## src/bed_pkg.sv

```systemverilog
package bed_pkg;

  localparam int unsigned MAX_RESULTS = 4;
  localparam int unsigned CNT_W       = $clog2(MAX_RESULTS + 1);
  localparam int unsigned IDX_W       = $clog2(MAX_RESULTS);

  // Configuration register indexes
  localparam logic CFG_ESCAPES_ON      = 1'b0;
  localparam logic CFG_TRAILING_NEWLINE = 1'b1;

  // Character codes
  localparam logic [7:0] CH_BSL   = 8'h5C;
  localparam logic [7:0] CH_SPACE = 8'h20;
  localparam logic [7:0] CH_NL    = 8'h0A;
  localparam logic [7:0] CH_ESC   = 8'h1B;
  localparam logic [7:0] CH_BEL   = 8'h07;
  localparam logic [7:0] CH_BS    = 8'h08;
  localparam logic [7:0] CH_FF    = 8'h0C;
  localparam logic [7:0] CH_CR    = 8'h0D;
  localparam logic [7:0] CH_TAB   = 8'h09;
  localparam logic [7:0] CH_VT    = 8'h0B;
  localparam logic [7:0] CH_0     = 8'h30;
  localparam logic [7:0] CH_1     = 8'h31;
  localparam logic [7:0] CH_7     = 8'h37;
  localparam logic [7:0] CH_9     = 8'h39;
  localparam logic [7:0] CH_LA    = 8'h61;
  localparam logic [7:0] CH_LB    = 8'h62;
  localparam logic [7:0] CH_LC    = 8'h63;
  localparam logic [7:0] CH_LE    = 8'h65;
  localparam logic [7:0] CH_LF    = 8'h66;
  localparam logic [7:0] CH_LN    = 8'h6E;
  localparam logic [7:0] CH_LR    = 8'h72;
  localparam logic [7:0] CH_LT    = 8'h74;
  localparam logic [7:0] CH_LV    = 8'h76;
  localparam logic [7:0] CH_LX    = 8'h78;
  localparam logic [7:0] CH_UA    = 8'h41;
  localparam logic [7:0] CH_UF    = 8'h46;

  typedef enum logic [4:0] {
    PH_IDLE = 5'b00001,
    PH_BSL  = 5'b00010,
    PH_HEX0 = 5'b00100,
    PH_HEX1 = 5'b01000,
    PH_OCT  = 5'b10000
  } phase_t;

  typedef struct packed {
    logic [MAX_RESULTS-1:0][7:0] bytes;
    logic [CNT_W-1:0]            cnt;
  } emit_t;

  typedef struct packed {
    logic       ok;
    logic [3:0] val;
  } hex_t;

  // Append one byte unless output is stopped or all MAX_RESULTS slots are full
  function automatic emit_t emit_byte(input emit_t em, input logic stopped,
                                      input logic [7:0] b);
    emit_t res;
    res = em;
    if (!stopped && (em.cnt < CNT_W'(MAX_RESULTS))) begin
      res.bytes[em.cnt[IDX_W-1:0]] = b;
      res.cnt = em.cnt + CNT_W'(1);
    end
    return res;
  endfunction

  function automatic hex_t hex_digit(input logic [7:0] c);
    hex_t   res;
    logic [7:0] d;
    res = '0;
    if (c >= CH_0 && c <= CH_9) begin
      d = c - CH_0;
      res = '{ok: 1'b1, val: d[3:0]};
    end else if (c >= CH_LA && c <= CH_LF) begin
      d = c - CH_LA + 8'd10;
      res = '{ok: 1'b1, val: d[3:0]};
    end else if (c >= CH_UA && c <= CH_UF) begin
      d = c - CH_UA + 8'd10;
      res = '{ok: 1'b1, val: d[3:0]};
    end
    return res;
  endfunction

endpackage

```

## src/backslash_escape_decoder.sv

```systemverilog
// Echo-style argument text decoder. Each input transaction carries at most
// one text byte plus end-of-argument and last-argument marks; it is decoded
// in the cycle it is accepted and yields zero to four output bytes, which
// leave one per cycle while out_ready is high, from a small result buffer
// (out_run_last marks the final byte of each input transaction). A new
// input transaction is taken in the same cycle the last buffered byte is
// taken, so plain text flows at one byte per cycle while out_ready is
// high; an input waits for the previous one's last byte, if any. With
// escapes_on set, backslash escapes are decoded (\a \b \e \f \n \r \t \v,
// \\, \xH[H], octal \0NNN and \N[N[N]], \c stops output until the last
// argument ends). A space goes between arguments and, with trailing_newline
// set, a newline after the last one. Write configuration only while idle.
module backslash_escape_decoder
  import bed_pkg::*;
(
  input  logic       clk,
  input  logic       rst_n,
  // configuration
  input  logic       cfg_we,
  input  logic       cfg_index,
  input  logic       cfg_wdata,
  // input transactions
  input  logic       in_valid,
  output logic       in_ready,
  input  logic       in_has_byte,
  input  logic [7:0] in_text_byte,
  input  logic       in_arg_end,
  input  logic       in_final_arg,
  // result transactions
  output logic       out_valid,
  input  logic       out_ready,
  output logic [7:0] out_byte,
  output logic       out_run_last,
  output logic       out_halted
);

  logic                        escapes_on_r;
  logic                        trailing_newline_r;

  phase_t                      phase_r, phase_nxt;
  logic [7:0]                  value_r, value_nxt;
  logic [1:0]                  digits_r, digits_nxt;
  logic                        stop_r, stop_nxt;

  logic [MAX_RESULTS-1:0][7:0] bytes_r;
  logic [CNT_W-1:0]            count_r;
  logic [IDX_W-1:0]            rd_r;

  emit_t                       em;
  hex_t                        hx;
  logic                        do_idle;
  logic                        in_fire, out_fire;
  logic [7:0]                  c;

  // Result buffer: count_r bytes remain, rd_r points at the next one
  assign out_valid    = (count_r != '0);
  assign out_byte     = bytes_r[rd_r];
  assign out_run_last = (count_r == CNT_W'(1));
  // Bytes are only ever produced while output runs, so this reads low
  assign out_halted   = 1'b0;

  assign out_fire = out_valid && out_ready;
  assign in_ready = (count_r == '0) || (out_run_last && out_ready);
  assign in_fire  = in_valid && in_ready;
  assign c        = in_text_byte;

  // Decode one input transaction against the current escape state
  always_comb begin
    phase_nxt  = phase_r;
    value_nxt  = value_r;
    digits_nxt = digits_r;
    stop_nxt   = stop_r;
    em         = '0;
    hx         = hex_digit(c);
    do_idle    = 1'b0;

    if (in_has_byte) begin
      unique case (phase_r)
        PH_BSL: begin
          phase_nxt = PH_IDLE;
          case (c)
            CH_LA:  em = emit_byte(em, stop_nxt, CH_BEL);
            CH_LB:  em = emit_byte(em, stop_nxt, CH_BS);
            CH_LE:  em = emit_byte(em, stop_nxt, CH_ESC);
            CH_LF:  em = emit_byte(em, stop_nxt, CH_FF);
            CH_LN:  em = emit_byte(em, stop_nxt, CH_NL);
            CH_LR:  em = emit_byte(em, stop_nxt, CH_CR);
            CH_LT:  em = emit_byte(em, stop_nxt, CH_TAB);
            CH_LV:  em = emit_byte(em, stop_nxt, CH_VT);
            CH_BSL: em = emit_byte(em, stop_nxt, CH_BSL);
            CH_LC:  stop_nxt = 1'b1;
            CH_LX:  phase_nxt = PH_HEX0;
            CH_0: begin
              value_nxt  = '0;
              digits_nxt = 2'd3;
              phase_nxt  = PH_OCT;
            end
            default: begin
              if (c >= CH_1 && c <= CH_7) begin
                value_nxt  = {5'd0, c[2:0]};
                digits_nxt = 2'd2;
                phase_nxt  = PH_OCT;
              end else begin
                em = emit_byte(em, stop_nxt, CH_BSL);
                em = emit_byte(em, stop_nxt, c);
              end
            end
          endcase
        end
        PH_HEX0: begin
          if (hx.ok) begin
            value_nxt = {4'd0, hx.val};
            phase_nxt = PH_HEX1;
          end else begin
            em      = emit_byte(em, stop_nxt, CH_BSL);
            em      = emit_byte(em, stop_nxt, CH_LX);
            do_idle = 1'b1;
          end
        end
        PH_HEX1: begin
          if (hx.ok) begin
            em        = emit_byte(em, stop_nxt, {value_r[3:0], hx.val});
            phase_nxt = PH_IDLE;
          end else begin
            em      = emit_byte(em, stop_nxt, value_r);
            do_idle = 1'b1;
          end
        end
        PH_OCT: begin
          if (c >= CH_0 && c <= CH_7) begin
            value_nxt  = {value_r[4:0], c[2:0]};
            digits_nxt = digits_r - 2'd1;
            if (digits_nxt == 2'd0) begin
              em        = emit_byte(em, stop_nxt, value_nxt);
              phase_nxt = PH_IDLE;
            end
          end else begin
            em      = emit_byte(em, stop_nxt, value_r);
            do_idle = 1'b1;
          end
        end
        default: do_idle = 1'b1;
      endcase

      // Plain character handling, also for a byte that ends an escape early
      if (do_idle) begin
        phase_nxt = PH_IDLE;
        if (escapes_on_r && (c == CH_BSL)) begin
          phase_nxt = PH_BSL;
        end else begin
          em = emit_byte(em, stop_nxt, c);
        end
      end
    end

    if (in_arg_end) begin
      // Flush whatever escape is still open
      unique case (phase_nxt)
        PH_BSL:  em = emit_byte(em, stop_nxt, CH_BSL);
        PH_HEX0: begin
          em = emit_byte(em, stop_nxt, CH_BSL);
          em = emit_byte(em, stop_nxt, CH_LX);
        end
        PH_HEX1: em = emit_byte(em, stop_nxt, value_nxt);
        PH_OCT:  em = emit_byte(em, stop_nxt, value_nxt);
        default: ;
      endcase
      phase_nxt = PH_IDLE;
      if (in_final_arg) begin
        if (trailing_newline_r) begin
          em = emit_byte(em, stop_nxt, CH_NL);
        end
        stop_nxt = 1'b0;
      end else begin
        em = emit_byte(em, stop_nxt, CH_SPACE);
      end
    end
  end

  // Configuration registers
  always_ff @(posedge clk) begin
    if (!rst_n) begin
      escapes_on_r       <= 1'b0;
      trailing_newline_r <= 1'b1;
    end else if (cfg_we) begin
      case (cfg_index)
        CFG_ESCAPES_ON:       escapes_on_r       <= cfg_wdata;
        CFG_TRAILING_NEWLINE: trailing_newline_r <= cfg_wdata;
        default: ;
      endcase
    end
  end

  // Escape state: advance on every accepted input transaction
  always_ff @(posedge clk) begin
    if (!rst_n) begin
      phase_r  <= PH_IDLE;
      value_r  <= '0;
      digits_r <= '0;
      stop_r   <= 1'b0;
    end else if (in_fire) begin
      phase_r  <= phase_nxt;
      value_r  <= value_nxt;
      digits_r <= digits_nxt;
      stop_r   <= stop_nxt;
    end
  end

  // Result buffer control: load on accept, otherwise drop the taken byte
  always_ff @(posedge clk) begin
    if (!rst_n) begin
      count_r <= '0;
      rd_r    <= '0;
    end else if (in_fire) begin
      count_r <= em.cnt;
      rd_r    <= '0;
    end else if (out_fire) begin
      count_r <= count_r - CNT_W'(1);
      rd_r    <= rd_r + IDX_W'(1);
    end
  end

  // Result payload: hold until the next accepted transaction
  always_ff @(posedge clk) begin
    if (in_fire) begin
      bytes_r <= em.bytes;
    end
  end

endmodule

```

## config.mk

```make
export PLATFORM = sky130hd
export DESIGN_NAME = backslash_escape_decoder
export DESIGN_NICKNAME = d
export VERILOG_FILES = /design/src/bed_pkg.sv /design/src/backslash_escape_decoder.sv
export SDC_FILE = /design/constraint.sdc
export NUM_CORES = 1
export LEC_CHECK = 0
export CORE_ASPECT_RATIO = 0.9
export CORE_MARGIN = 4
export CORE_UTILIZATION = 50
export DETAILED_ROUTE_END_ITERATION = 10
export DONT_BUFFER_PORTS = 1
export PLACE_DENSITY = 0.74
export SETUP_SLACK_MARGIN = 0.02
export SLEW_MARGIN = 30
export SYNTH_ARGS = -nofsm -noshare
export SYNTH_HDL_FRONTEND = slang
export SYNTH_SLANG_ARGS = --single-unit
```

## constraint.sdc

```tcl
create_clock -name clk -period 6.95 [get_ports clk]
set_input_delay 0 -clock clk [delete_from_list [all_inputs] [get_ports clk]]
set_output_delay 0 -clock clk [all_outputs]
set_load 0.01 [all_outputs]
```

==> impl_metrics.env, run 1 <==
export IMPL_synth_cell_types=94
export IMPL_layout_min_cycle_time_ns=5.92
export IMPL_cts_setup_buffers=0
export IMPL_place_gp_congestion=1.10
export IMPL_top_layer_used="met4"
export IMPL_dieArea_um2=12400
export IMPL_setup_tns_ns=0
export IMPL_chipWidth_um=117
export IMPL_relSlewSlack_pct=33.8
export IMPL_cts_max_path_buffers=2
export IMPL_clk_latency_ns=0.31
export IMPL_wl_met3_um=2610
export IMPL_route_vias_total=5616
export IMPL_drv_cap=0
export IMPL_clk_pin_slew_ns=0.08
export IMPL_cts_tree="done"
export IMPL_synth_cells=679
export IMPL_end_kind="flop"
export IMPL_whs_path_depth=4
export IMPL_reg2reg_slack_ns=1.03
export IMPL_antenna_found_initial=0
export IMPL_rr_endpoint="bytes_r[0]"
export IMPL_drive_gt1_share_pct=9.68
export IMPL_postCtsResizedCells=0
export IMPL_syn_nets=721
export IMPL_tightest_slew_ns=0.983
export IMPL_critPathKind="reg -> reg"
export IMPL_routed_wl_um=19700
export IMPL_violations="hold timing"
export IMPL_worstHoldStart="out_ready"
export IMPL_grt_use_total_pct=32.3
export IMPL_syn_cell_area_um2=5350
export IMPL_core_um2=10300
export IMPL_drcViolationCount=0
export IMPL_path_buf_inv=0
export IMPL_utilization_pct=54.8
export IMPL_crit_fanout=13
export IMPL_fmax_mhz=169
export IMPL_io_buffers=0
export IMPL_cts_buffers=5
export IMPL_synth_flop_cell="edfxtp_1"
export IMPL_grt_overflow_total=0
export IMPL_critPathTopFamily="simple AND/OR/NAND/NOR gates"
export IMPL_hold_buffers=19
export IMPL_ys_seq_elements=55
export IMPL_hpwl_um=14200
export IMPL_layout_commonest_cell="nand2_1"
export IMPL_avgSynthCellArea_um2=7.88
export IMPL_wl_met1_um=8100
export IMPL_hold_path_class="in -> reg"
export IMPL_cp_slowest_cell="dfxtp_1"
export IMPL_synth_async_sr_flop_share_pct=0
export IMPL_seq_area_frac_synth_pct=26.6
export IMPL_hold_worst_slack_ns=-0.00216
export IMPL_crit_chain="nor4b_2 -> nand2_1 -> nor4_1 -> o21a_1 -> ha_1 -> mux2_2 -> nand2_1 -> ha_1 -> nand2_1 -> o21ai_0 -> ha_1 -> o311ai_0 -> o211ai_1 -> nand2_1 -> a21boi_0 -> ha_1 -> nand3_1 -> nand3_1 -> or3_1 -> o21ai_0"
export IMPL_status="finished with violations"
export IMPL_synth_enable_flop_cells=32
export IMPL_antenna_cells=0
export IMPL_rows=35
export IMPL_reg2reg_depth=20
export IMPL_cp_arrival_ns=5.98
export IMPL_most_common_layout_cells="nand2_1 (105), nor2_1 (48), o21ai_0 (44), a21oi_1 (34)"
export IMPL_start_util_pct=51.7
export IMPL_ios=30
export IMPL_cts_root_buf="clkbuf_16"
export IMPL_min_to="count_r[2]"
export IMPL_grt_max_degree=50
export IMPL_drv_slew=0
export IMPL_cts_sinks=55
export IMPL_cp_required_ns=7.00
export IMPL_vias_per_cell=7.11
export IMPL_finalCritPeriodShare_pct=85.2
export IMPL_ys_warnings_count=0
export IMPL_power_density_nw_per_um2=208
export IMPL_first_pass_iters=5
export IMPL_setup_viol=0
export IMPL_grt_pass1_wl_um=30600
export IMPL_die_y_um=106
export IMPL_h_tree_depth=2
export IMPL_areaGrowthSynthToFinish_pct=5.90
export IMPL_startpoint_type="flop"
export IMPL_fin_skew_ns=0.00650
export IMPL_max_stage_delay_ns=0.57
export IMPL_leakagePower_nw=2.05
export IMPL_hold_violations=1
export IMPL_grt_pass1_vias=5355
export IMPL_first_iter_violations=776
export IMPL_rr_startpoint="phase_r[1]"
export IMPL_rsz0062_at_grt="no"
export IMPL_drtAntennaViolNets=0
export IMPL_route_met2_wl_um=8140
export IMPL_ir_drop_v=0.000206
export IMPL_wl_per_cell_um=24.9
export IMPL_nets=702
-- power breakdown --
part	switching [mW]	internal, mW	total (mW)	leakage (nW)
sequential	0.0810	0.453	0.534	0.501
combinational	0.235	0.141	0.376	1.47
clock	0.129	0.137	0.267	0.0748
-- cell usage after synthesis (4+ instances only) --
cell type	instances	share of area, %
nor3_1	11	1.0
nor2b_1	6	0.70
nand4_1	8	0.94
nand2_1	105	7.4
dfxtp_1	23	8.6
o22ai_1	8	0.94
o211ai_1	10	1.4
a31oi_1	12	1.4
nand3_1	32	3.0
edfxtp_1	32	18
a21oi_1	34	3.2
a32oi_1	6	0.98
a31o_2	4	0.66
nor2_1	48	3.4
and2_1	8	0.94
clkbuf_1	34	2.4
o21ai_0	44	4.1
nor4b_1	5	0.82
inv_1	27	1.9
buf_2	8	0.75
o2111ai_1	4	0.66
or2_2	4	0.47
xor2_1	4	0.66
nor4_1	9	1.1
a22oi_1	18	2.5
a21boi_0	7	0.98
o21bai_1	6	0.84
nor3b_1	4	0.56
and3_1	12	1.4
ha_1	24	5.6
nand2b_1	6	0.70
o211a_1	7	1.3
mux4_2	8	3.4
or3_1	4	0.47
-- logic make-up (layout without fill, tap and decap cells) --
kind of cell	after synthesis	in the layout	synth area share, %
compound gates	215	215	28.8
xor+xnor	7	7	1.15
fa+ha+maj	24	24	5.62
buf+inv	76	58	6.04
flops	55	55	26.6
mux	13	13	4.40
other cells	1	1	0.0701
simple gates	288	288	27.4
-- layer usage --
metal,vias to the layer above,track usage [%]
li1,2517,-
met1,2637,46.6
met2,397,46.1
met3,65,8.14
met4,0,11.9
met5,-,1.33
-- worst max-delay path by stage --
| stage | cells past startpoint | slack (ns) | to | from |
|---|---|---|---|---|
| final | 20 | 1.03 | bytes_r[0] | phase_r[1] |
| after global placement | 19 | 1.18 | bytes_r[0] | phase_r[1] |
| after CTS | 20 | 0.76 | bytes_r[0] | phase_r[1] |
| after floorplan | 23 | 1.91 | bytes_r[17] | in_text_byte[1] |
| after global routing | 20 | 0.51 | bytes_r[0] | phase_r[1] |
| after detailed placement | 20 | 0.79 | bytes_r[0] | phase_r[1] |
-- sequential cells by signal (all words and copies together), names as in the netlist --
signal and flops:
bytes_r 32, value_r 8, phase_r 5, count_r 3
digits_r 2, rd_r 2, escapes_on_r 1, stop_r 1
trailing_newline_r 1
-- cell type report --
type	instances	area [um^2]
Clock inverter	3	26.3
Timing Repair Buffer	22	208
Fill cell	1006	4670
Sequential cell	55	1420
Multi-Input combinational cell	548	3620
Tap cell	129	161
Clock buffer	5	125
Inverter	28	105
-- worst min-delay path, cell delays in order --
cell and delay (ns):
nand2_1 0.04, nand2_1 0.04, o21ai_0 0.05, and3_1 0.14
-- through the flow --
step | setup slack (ns) | std cells | instance area, um^2 | power, mW
final | 1.03 | 790 | 5660 | 1.18
after global routing | 0.511 | 790 | 5660 | 1.24
after CTS | 0.755 | 790 | 5660 | 1.17
after detailed placement | 0.787 | 763 | 5310 | 0.893
after global placement | 1.18 | 763 | 5310 | 0.882
after floorplan | 1.91 | 679 | 5350 | 0.802
Note: power is estimated with default switching activity, not from simulation.
==> run 2, diff against run 1 <==
ABC_AREA = 1   (was default)
==> impl_metrics.env, run 2 <==
export IMPL_wl_per_cell_um=17.9
export IMPL_hold_violations=0
export IMPL_cts_buffers=5
export IMPL_seq_area_frac_synth_pct=24.7
export IMPL_routed_wl_um=18000
export IMPL_largest_reg_flops=32
export IMPL_ys_seq_elements=55
export IMPL_grt_max_degree=38
export IMPL_avgSynthCellArea_um2=6.71
export IMPL_cts_root_buf="clkbuf_16"
export IMPL_io_buffers=0
export IMPL_most_common_layout_cells="nand2_1 (199), inv_1 (102), nor2_1 (84), o21ai_0 (68), nand3_1 (67)"
export IMPL_place_gp_congestion=1.03
export IMPL_start_util_pct=52.0
export IMPL_critPathKind="reg -> reg"
export IMPL_rsz0062_at_grt="no"
export IMPL_hold_worst_slack_ns=0.0123
export IMPL_instances_no_fill=1003
export IMPL_post_place_cells=983
export IMPL_relSlewSlack_pct=57.7
export IMPL_nets=892
export IMPL_hpwl_um=14100
export IMPL_antenna_found_initial=0
export IMPL_drcViolationCount=0
export IMPL_areaGrowthSynthToFinish_pct=5.03
export IMPL_syn_cell_area_um2=5740
export IMPL_h_tree_depth=2
export IMPL_synth_area_leaders="edfxtp_1 (17%), nand2_1 (13%), dfxtp_1 (8.0%)"
export IMPL_vias_per_cell=5.92
export IMPL_dieArea_um2=13300
export IMPL_setup_viol=0
export IMPL_chipWidth_um=121
export IMPL_drv_slew=0
export IMPL_grt_pass1_wl_um=28500
export IMPL_cts_max_path_buffers=2
export IMPL_status="finished clean"
export IMPL_yosysMostFrequentCell="nand2_1"
export IMPL_synth_flop_cell="edfxtp_1"
export IMPL_clk_pin_slew_ns=0.07
export IMPL_clk_latency_ns=0.31
export IMPL_largestRegisters="bytes_r: 32 flops, value_r: 8 flops, phase_r: 5 flops"
export IMPL_power_density_nw_per_um2=165
export IMPL_route_vias_total=5935
export IMPL_cts_sinks=55
export IMPL_finalCritPeriodShare_pct=69.3
export IMPL_grt_overflow_total=0
export IMPL_cts_tree="done"
export IMPL_cts_setup_buffers=0
export IMPL_antenna_cells=0
export IMPL_die_y_um=110
export IMPL_ios=30
export IMPL_core_um2=11000
export IMPL_syn_nets=898
export IMPL_tightest_slew_ns=0.635
export IMPL_layout_commonest_cell="nand2_1"
export IMPL_synth_top_area_share_pct=16.7
export IMPL_first_iter_violations=754
export IMPL_regArea_um2=1420
export IMPL_layout_min_cycle_time_ns=4.82
export IMPL_leakagePower_nw=2.63
export IMPL_drtAntennaViolNets=0
export IMPL_synth_async_sr_flop_share_pct=0
export IMPL_drive_gt1_share_pct=13.0
export IMPL_hold_path_class="in -> reg"
export IMPL_regMostFlops="bytes_r"
export IMPL_ys_warnings_count=0
export IMPL_multi_input_area_um2=3680
export IMPL_first_pass_iters=6
export IMPL_startpoint_type="flop"
export IMPL_synth_cell_types=57
export IMPL_grt_pass1_vias=5350
export IMPL_cp_arrival_ns=4.87
export IMPL_crit_fanout=18
export IMPL_setup_tns_ns=0
export IMPL_grt_use_total_pct=27.6
export IMPL_rows=36
export IMPL_end_kind="flop"
export IMPL_fmax_mhz=208
export IMPL_synth_enable_flop_cells=32
export IMPL_synth_largest_area_cell="edfxtp_1"
export IMPL_nFillCells=1093
export IMPL_fin_skew_ns=0.0101
export IMPL_drv_cap=0
export IMPL_ys_top_cells_by_count="nand2_1 (199), inv_1 (102), nor2_1 (84), o21ai_0 (68), nand3_1 (67)"
export IMPL_synth_cells=856
export IMPL_ir_drop_v=0.000112
export IMPL_cp_required_ns=7.00
==> run 2: changes by cell type in the layout (fill, tap and decap cells not counted), moves of 10 or more <==
cell,delta
a21oi_1,-13
a22oi_1,-15
and3_1,-12
inv_1,+76
inv_2,+19
nand2_1,+94
nand2_2,+16
nand2_4,+15
nand3_1,+35
nor2_1,+36
nor2_2,+10
o21ai_0,+24
o22ai_1,+22
==> run 2: where the power goes <==
group / leakage, nW / switching (mW) / total [mW] / internal (mW)
sequential: 0.498 / 0.0285 / 0.444 / 0.416
clock: 0.0717 / 0.127 / 0.263 / 0.136
combinational: 2.06 / 0.208 / 0.288 / 0.0798
==> run 2: cell type report <==
| type | count | area share, % |
|---|---|---|
| Sequential cell | 55 | 23.6 |
| Timing Repair Buffer | 13 | 2.03 |
| Clock inverter | 3 | 0.394 |
| Multi-Input combinational cell | 652 | 61.1 |
| Clock buffer | 5 | 2.07 |
| Tap cell | 152 | 3.15 |
| Inverter | 123 | 7.70 |
==> run 2: routing by layer <==
| layer | global-route usage [%] | up-vias | share of wire [%] |
|---|---|---|---|
| li1 | - | 2856 | - |
| met1 | 38.2 | 2701 | 43 |
| met2 | 41.9 | 329 | 42 |
| met3 | 6.17 | 49 | 11 |
| met4 | 10.9 | 0 | 3.8 |
| met5 | 0 | - | 0 |
==> run 2: final timing paths <==
path | depth (start not counted) | slack (ns) | start | endpoint
setup / recovery | 25 | 2.13 | stop_r | bytes_r[13]
hold / removal | 2 | 0.01 | in_arg_end | bytes_r[29]
setup reg to reg | 25 | 2.13 | stop_r | bytes_r[13]
hold reg to reg | 2 | 0.48 | digits_r[1] | digits_r[1]
==> run 2: metrics by stage <==
stage / power (mW) / setup WS, ns / instance area, um^2 / util [%]
finish: 0.995 / 2.13 / 6030 / 54.7
global route: 1.05 / 1.71 / 6030 / 54.7
CTS: 0.995 / 2.23 / 6040 / 54.7
detailed placement: 0.726 / 2.25 / 5770 / 52.3
global placement: 0.724 / 2.40 / 5770 / 52.3
floorplan: 0.668 / 3.11 / 5740 / -
==> run 2: cells by family after synthesis <==
group | Yosys count | synth area share [%]
other cells | 1 | 0.0653
flops | 55 | 24.7
buf+inv | 149 | 11.1
fa+ha+maj | 24 | 5.23
simple gates | 432 | 37.1
xor+xnor | 4 | 0.610
compound gates | 191 | 21.2
==> run 2: timing repair <==
| item | in CTS | in global routing |
|---|---|---|
| hold buffers | 12 | 0 |
| gates resized for setup | 0 | 0 |
| hold endpoints to repair | 30 | 0 |
==> run 2: critical path, cell delays in order, from the launching register on <==
cell     delay (ns)
dfxtp_1        0.70
inv_1          0.41
nand3_1        0.25
nand2_1        0.07
nor2_1         0.14
nand3_1        0.12
a21oi_2        0.23
inv_1          0.11
ha_1           0.28
o21ai_0        0.09
nor2_2         0.20
inv_1          0.11
ha_1           0.30
nand2_1        0.06
nand2_1        0.11
ha_1           0.30
nand2_1        0.05
nand2_1        0.08
inv_2          0.04
nand2_1        0.11
inv_1          0.08
ha_1           0.24
inv_1          0.10
nor2_4         0.05
o21ai_1        0.21
a21oi_1        0.11
==> run 3, diff against run 2 <==
PLACE_DENSITY = 0.77   (was 0.74)
clock period = 3.95 ns   (was 6.95 ns; I/O delays follow)
==> impl_metrics.env, run 3 (synthesis gave the netlist of run 2 again) <==
export IMPL_status="finished with violations"
export IMPL_violations="hold timing"
export IMPL_power_mw=1.77
export IMPL_die_y_um=110
export IMPL_drv_slew=0
export IMPL_cp_required_ns=4.01
export IMPL_cts_root_buf="clkbuf_16"
export IMPL_power_frac_clock_pct=27.0
export IMPL_routed_wl_um=18900
export IMPL_p_sw_share_pct=37.0
export IMPL_tightest_slew_ns=0.660
export IMPL_setup_tns_ns=0
export IMPL_power_frac_comb_pct=28.9
export IMPL_stdcell_area_um2=6320
export IMPL_antenna_found_initial=0
export IMPL_antenna_cells=0
export IMPL_power_frac_seq_pct=44.1
export IMPL_hold_worst_slack_ns=-0.00422
export IMPL_setup_viol=0
export IMPL_grt_pass1_vias=5639
export IMPL_critPathTopFamily="simple AND/OR/NAND/NOR gates"
export IMPL_rows=36
export IMPL_areaGrowthSynthToFinish_pct=10.1
export IMPL_start_util_pct=52.0
export IMPL_nets=920
export IMPL_cp_arrival_ns=3.77
export IMPL_ir_drop_v=0.000150
export IMPL_first_iter_violations=678
export IMPL_critPathKind="reg -> reg"
export IMPL_wl_per_cell_um=18.3
export IMPL_crit_path_frequent_cell="nand2_1"
export IMPL_leakagePower_nw=2.76
export IMPL_rsz0062_at_grt="yes"
export IMPL_startpoint_type="flop"
export IMPL_fin_skew_ns=0.0125
export IMPL_hpwl_um=14600
export IMPL_power_internal_mw=1.12
export IMPL_layout_commonest_cell="nand2_1"
export IMPL_grt_overflow_total=0
export IMPL_relSlewSlack_pct=55.6
export IMPL_path_buf_inv=6
export IMPL_crit_start="phase_r[1]"
export IMPL_cts_buffers=5
export IMPL_hold_violations=3
export IMPL_end_kind="flop"
export IMPL_chipWidth_um=121
export IMPL_route_vias_total=6125
export IMPL_clk_pin_slew_ns=0.08
export IMPL_io_buffers=0
export IMPL_drcViolationCount=0
export IMPL_largest_reg_flops=32
export IMPL_nFillCells=1077
export IMPL_rr_startpoint="phase_r[1]"
export IMPL_post_place_cells=1002
export IMPL_drtAntennaViolNets=0
export IMPL_fmax_mhz=269
export IMPL_grt_pass1_wl_um=30000
export IMPL_vias_per_cell=5.94
export IMPL_cts_tree="done"
export IMPL_most_common_layout_cells="nand2_1 (199), inv_1 (97), nor2_1 (81), o21ai_0 (67), nand3_1 (63)"
export IMPL_cts_max_path_buffers=2
export IMPL_hold_path_class="in -> reg"
export IMPL_switching_power_uw=656
export IMPL_ios=30
export IMPL_core_um2=11000
export IMPL_instances_no_fill=1031
export IMPL_drv_cap=0
export IMPL_cp_slowest_cell="dfxtp_2"
export IMPL_utilization_pct=57.3
export IMPL_grt_max_degree=37
export IMPL_dieArea_um2=13300
export IMPL_cts_sinks=55
export IMPL_drive_gt1_share_pct=18.0
export IMPL_crit_fanout=5
export IMPL_power_density_nw_per_um2=280
export IMPL_layout_min_cycle_time_ns=3.71
export IMPL_h_tree_depth=2
export IMPL_clk_latency_ns=0.31
export IMPL_regMostFlops="bytes_r"
export IMPL_max_stage_delay_ns=0.35
export IMPL_grt_use_total_pct=28.8
export IMPL_place_area_um2=5910
export IMPL_worstHoldStart="rst_n"
export IMPL_largestRegisters="bytes_r: 32 flops, value_r: 8 flops, phase_r: 5 flops"
export IMPL_place_gp_congestion=1.06
export IMPL_first_pass_iters=5
export IMPL_finalCritPeriodShare_pct=94.0
[run 3: cell count changes in the layout (fill, tap and decap cells not counted), sizes merged]
| cell | change |
|---|---|
| buf | +28 |
[run 3: power groups by stage]
stage / clock (mW) / combinational, mW / sequential, mW
4_1_cts: 0.482 / 0.507 / 0.782
6_report: 0.480 / 0.512 / 0.782
3_3_place_gp: 0 / 0.481 / 0.792
5_1_grt: 0.507 / 0.565 / 0.791
3_5_place_dp: 0 / 0.489 / 0.795
2_1_floorplan: 0 / 0.405 / 0.770
[run 3: final cells by class]
cell class | instances | area [um^2] | share of cell area [%]
repair buffers | 41 | 340 | 5.38
inverters | 123 | 464 | 7.34
multi-input cells | 652 | 3750 | 59.3
well taps | 152 | 190 | 3.01
flip-flops and latches | 55 | 1420 | 22.5
clock buffers | 5 | 125 | 1.98
clock inverters | 3 | 27.5 | 0.435
[run 3: worst paths after layout]
kind         slack (ns)  depth (start not counted)           to
max reg2reg        0.24                         26  bytes_r[13]
max                0.24                         26  bytes_r[13]
min              -0.004                          2   count_r[2]
min reg2reg        0.48                          2  digits_r[0]
[run 3: routing by layer]
metal  vias up  track usage (%)  share of wire [%]
met3        55             6.07                 11
met2       342             44.9                 43
met5         -                0                  0
li1       2926                -                  -
met1      2802             40.0                 43
met4         0             9.47                3.4
[run 3: worst reg2reg max path: cells and delay by family, from the launching register on]
family / cells / cell delay (ns)
AND/OR/NAND/NOR: 14 / 1.42
AO/OA/AOI/OAI: 2 / 0.23
buffers and inverters: 6 / 0.56
adder cells (fa/ha/maj): 4 / 0.91
flip-flops: 1 / 0.35
[run 3: through the flow]
stage	setup slack [ns]	hold slack (ns)
2_1_floorplan	0.114	0.0847
3_3_place_gp	0.0222	0.0909
3_5_place_dp	-0.0288	0.0900
4_1_cts	0.0361	0.000520
5_1_grt	-0.0175	0.0142
6_report	0.238	-0.00422
[run 3: timing repair]
| action | CTS | global route |
|---|---|---|
| buffers inserted | 2 | 7 |
| endpoints found under the setup margin | 3 | 28 |
| resized for setup | 0 | 25 |
| hold endpoints to repair | 29 | 0 |
| hold buffers | 12 | 0 |
| pin swaps | 1 | 7 |
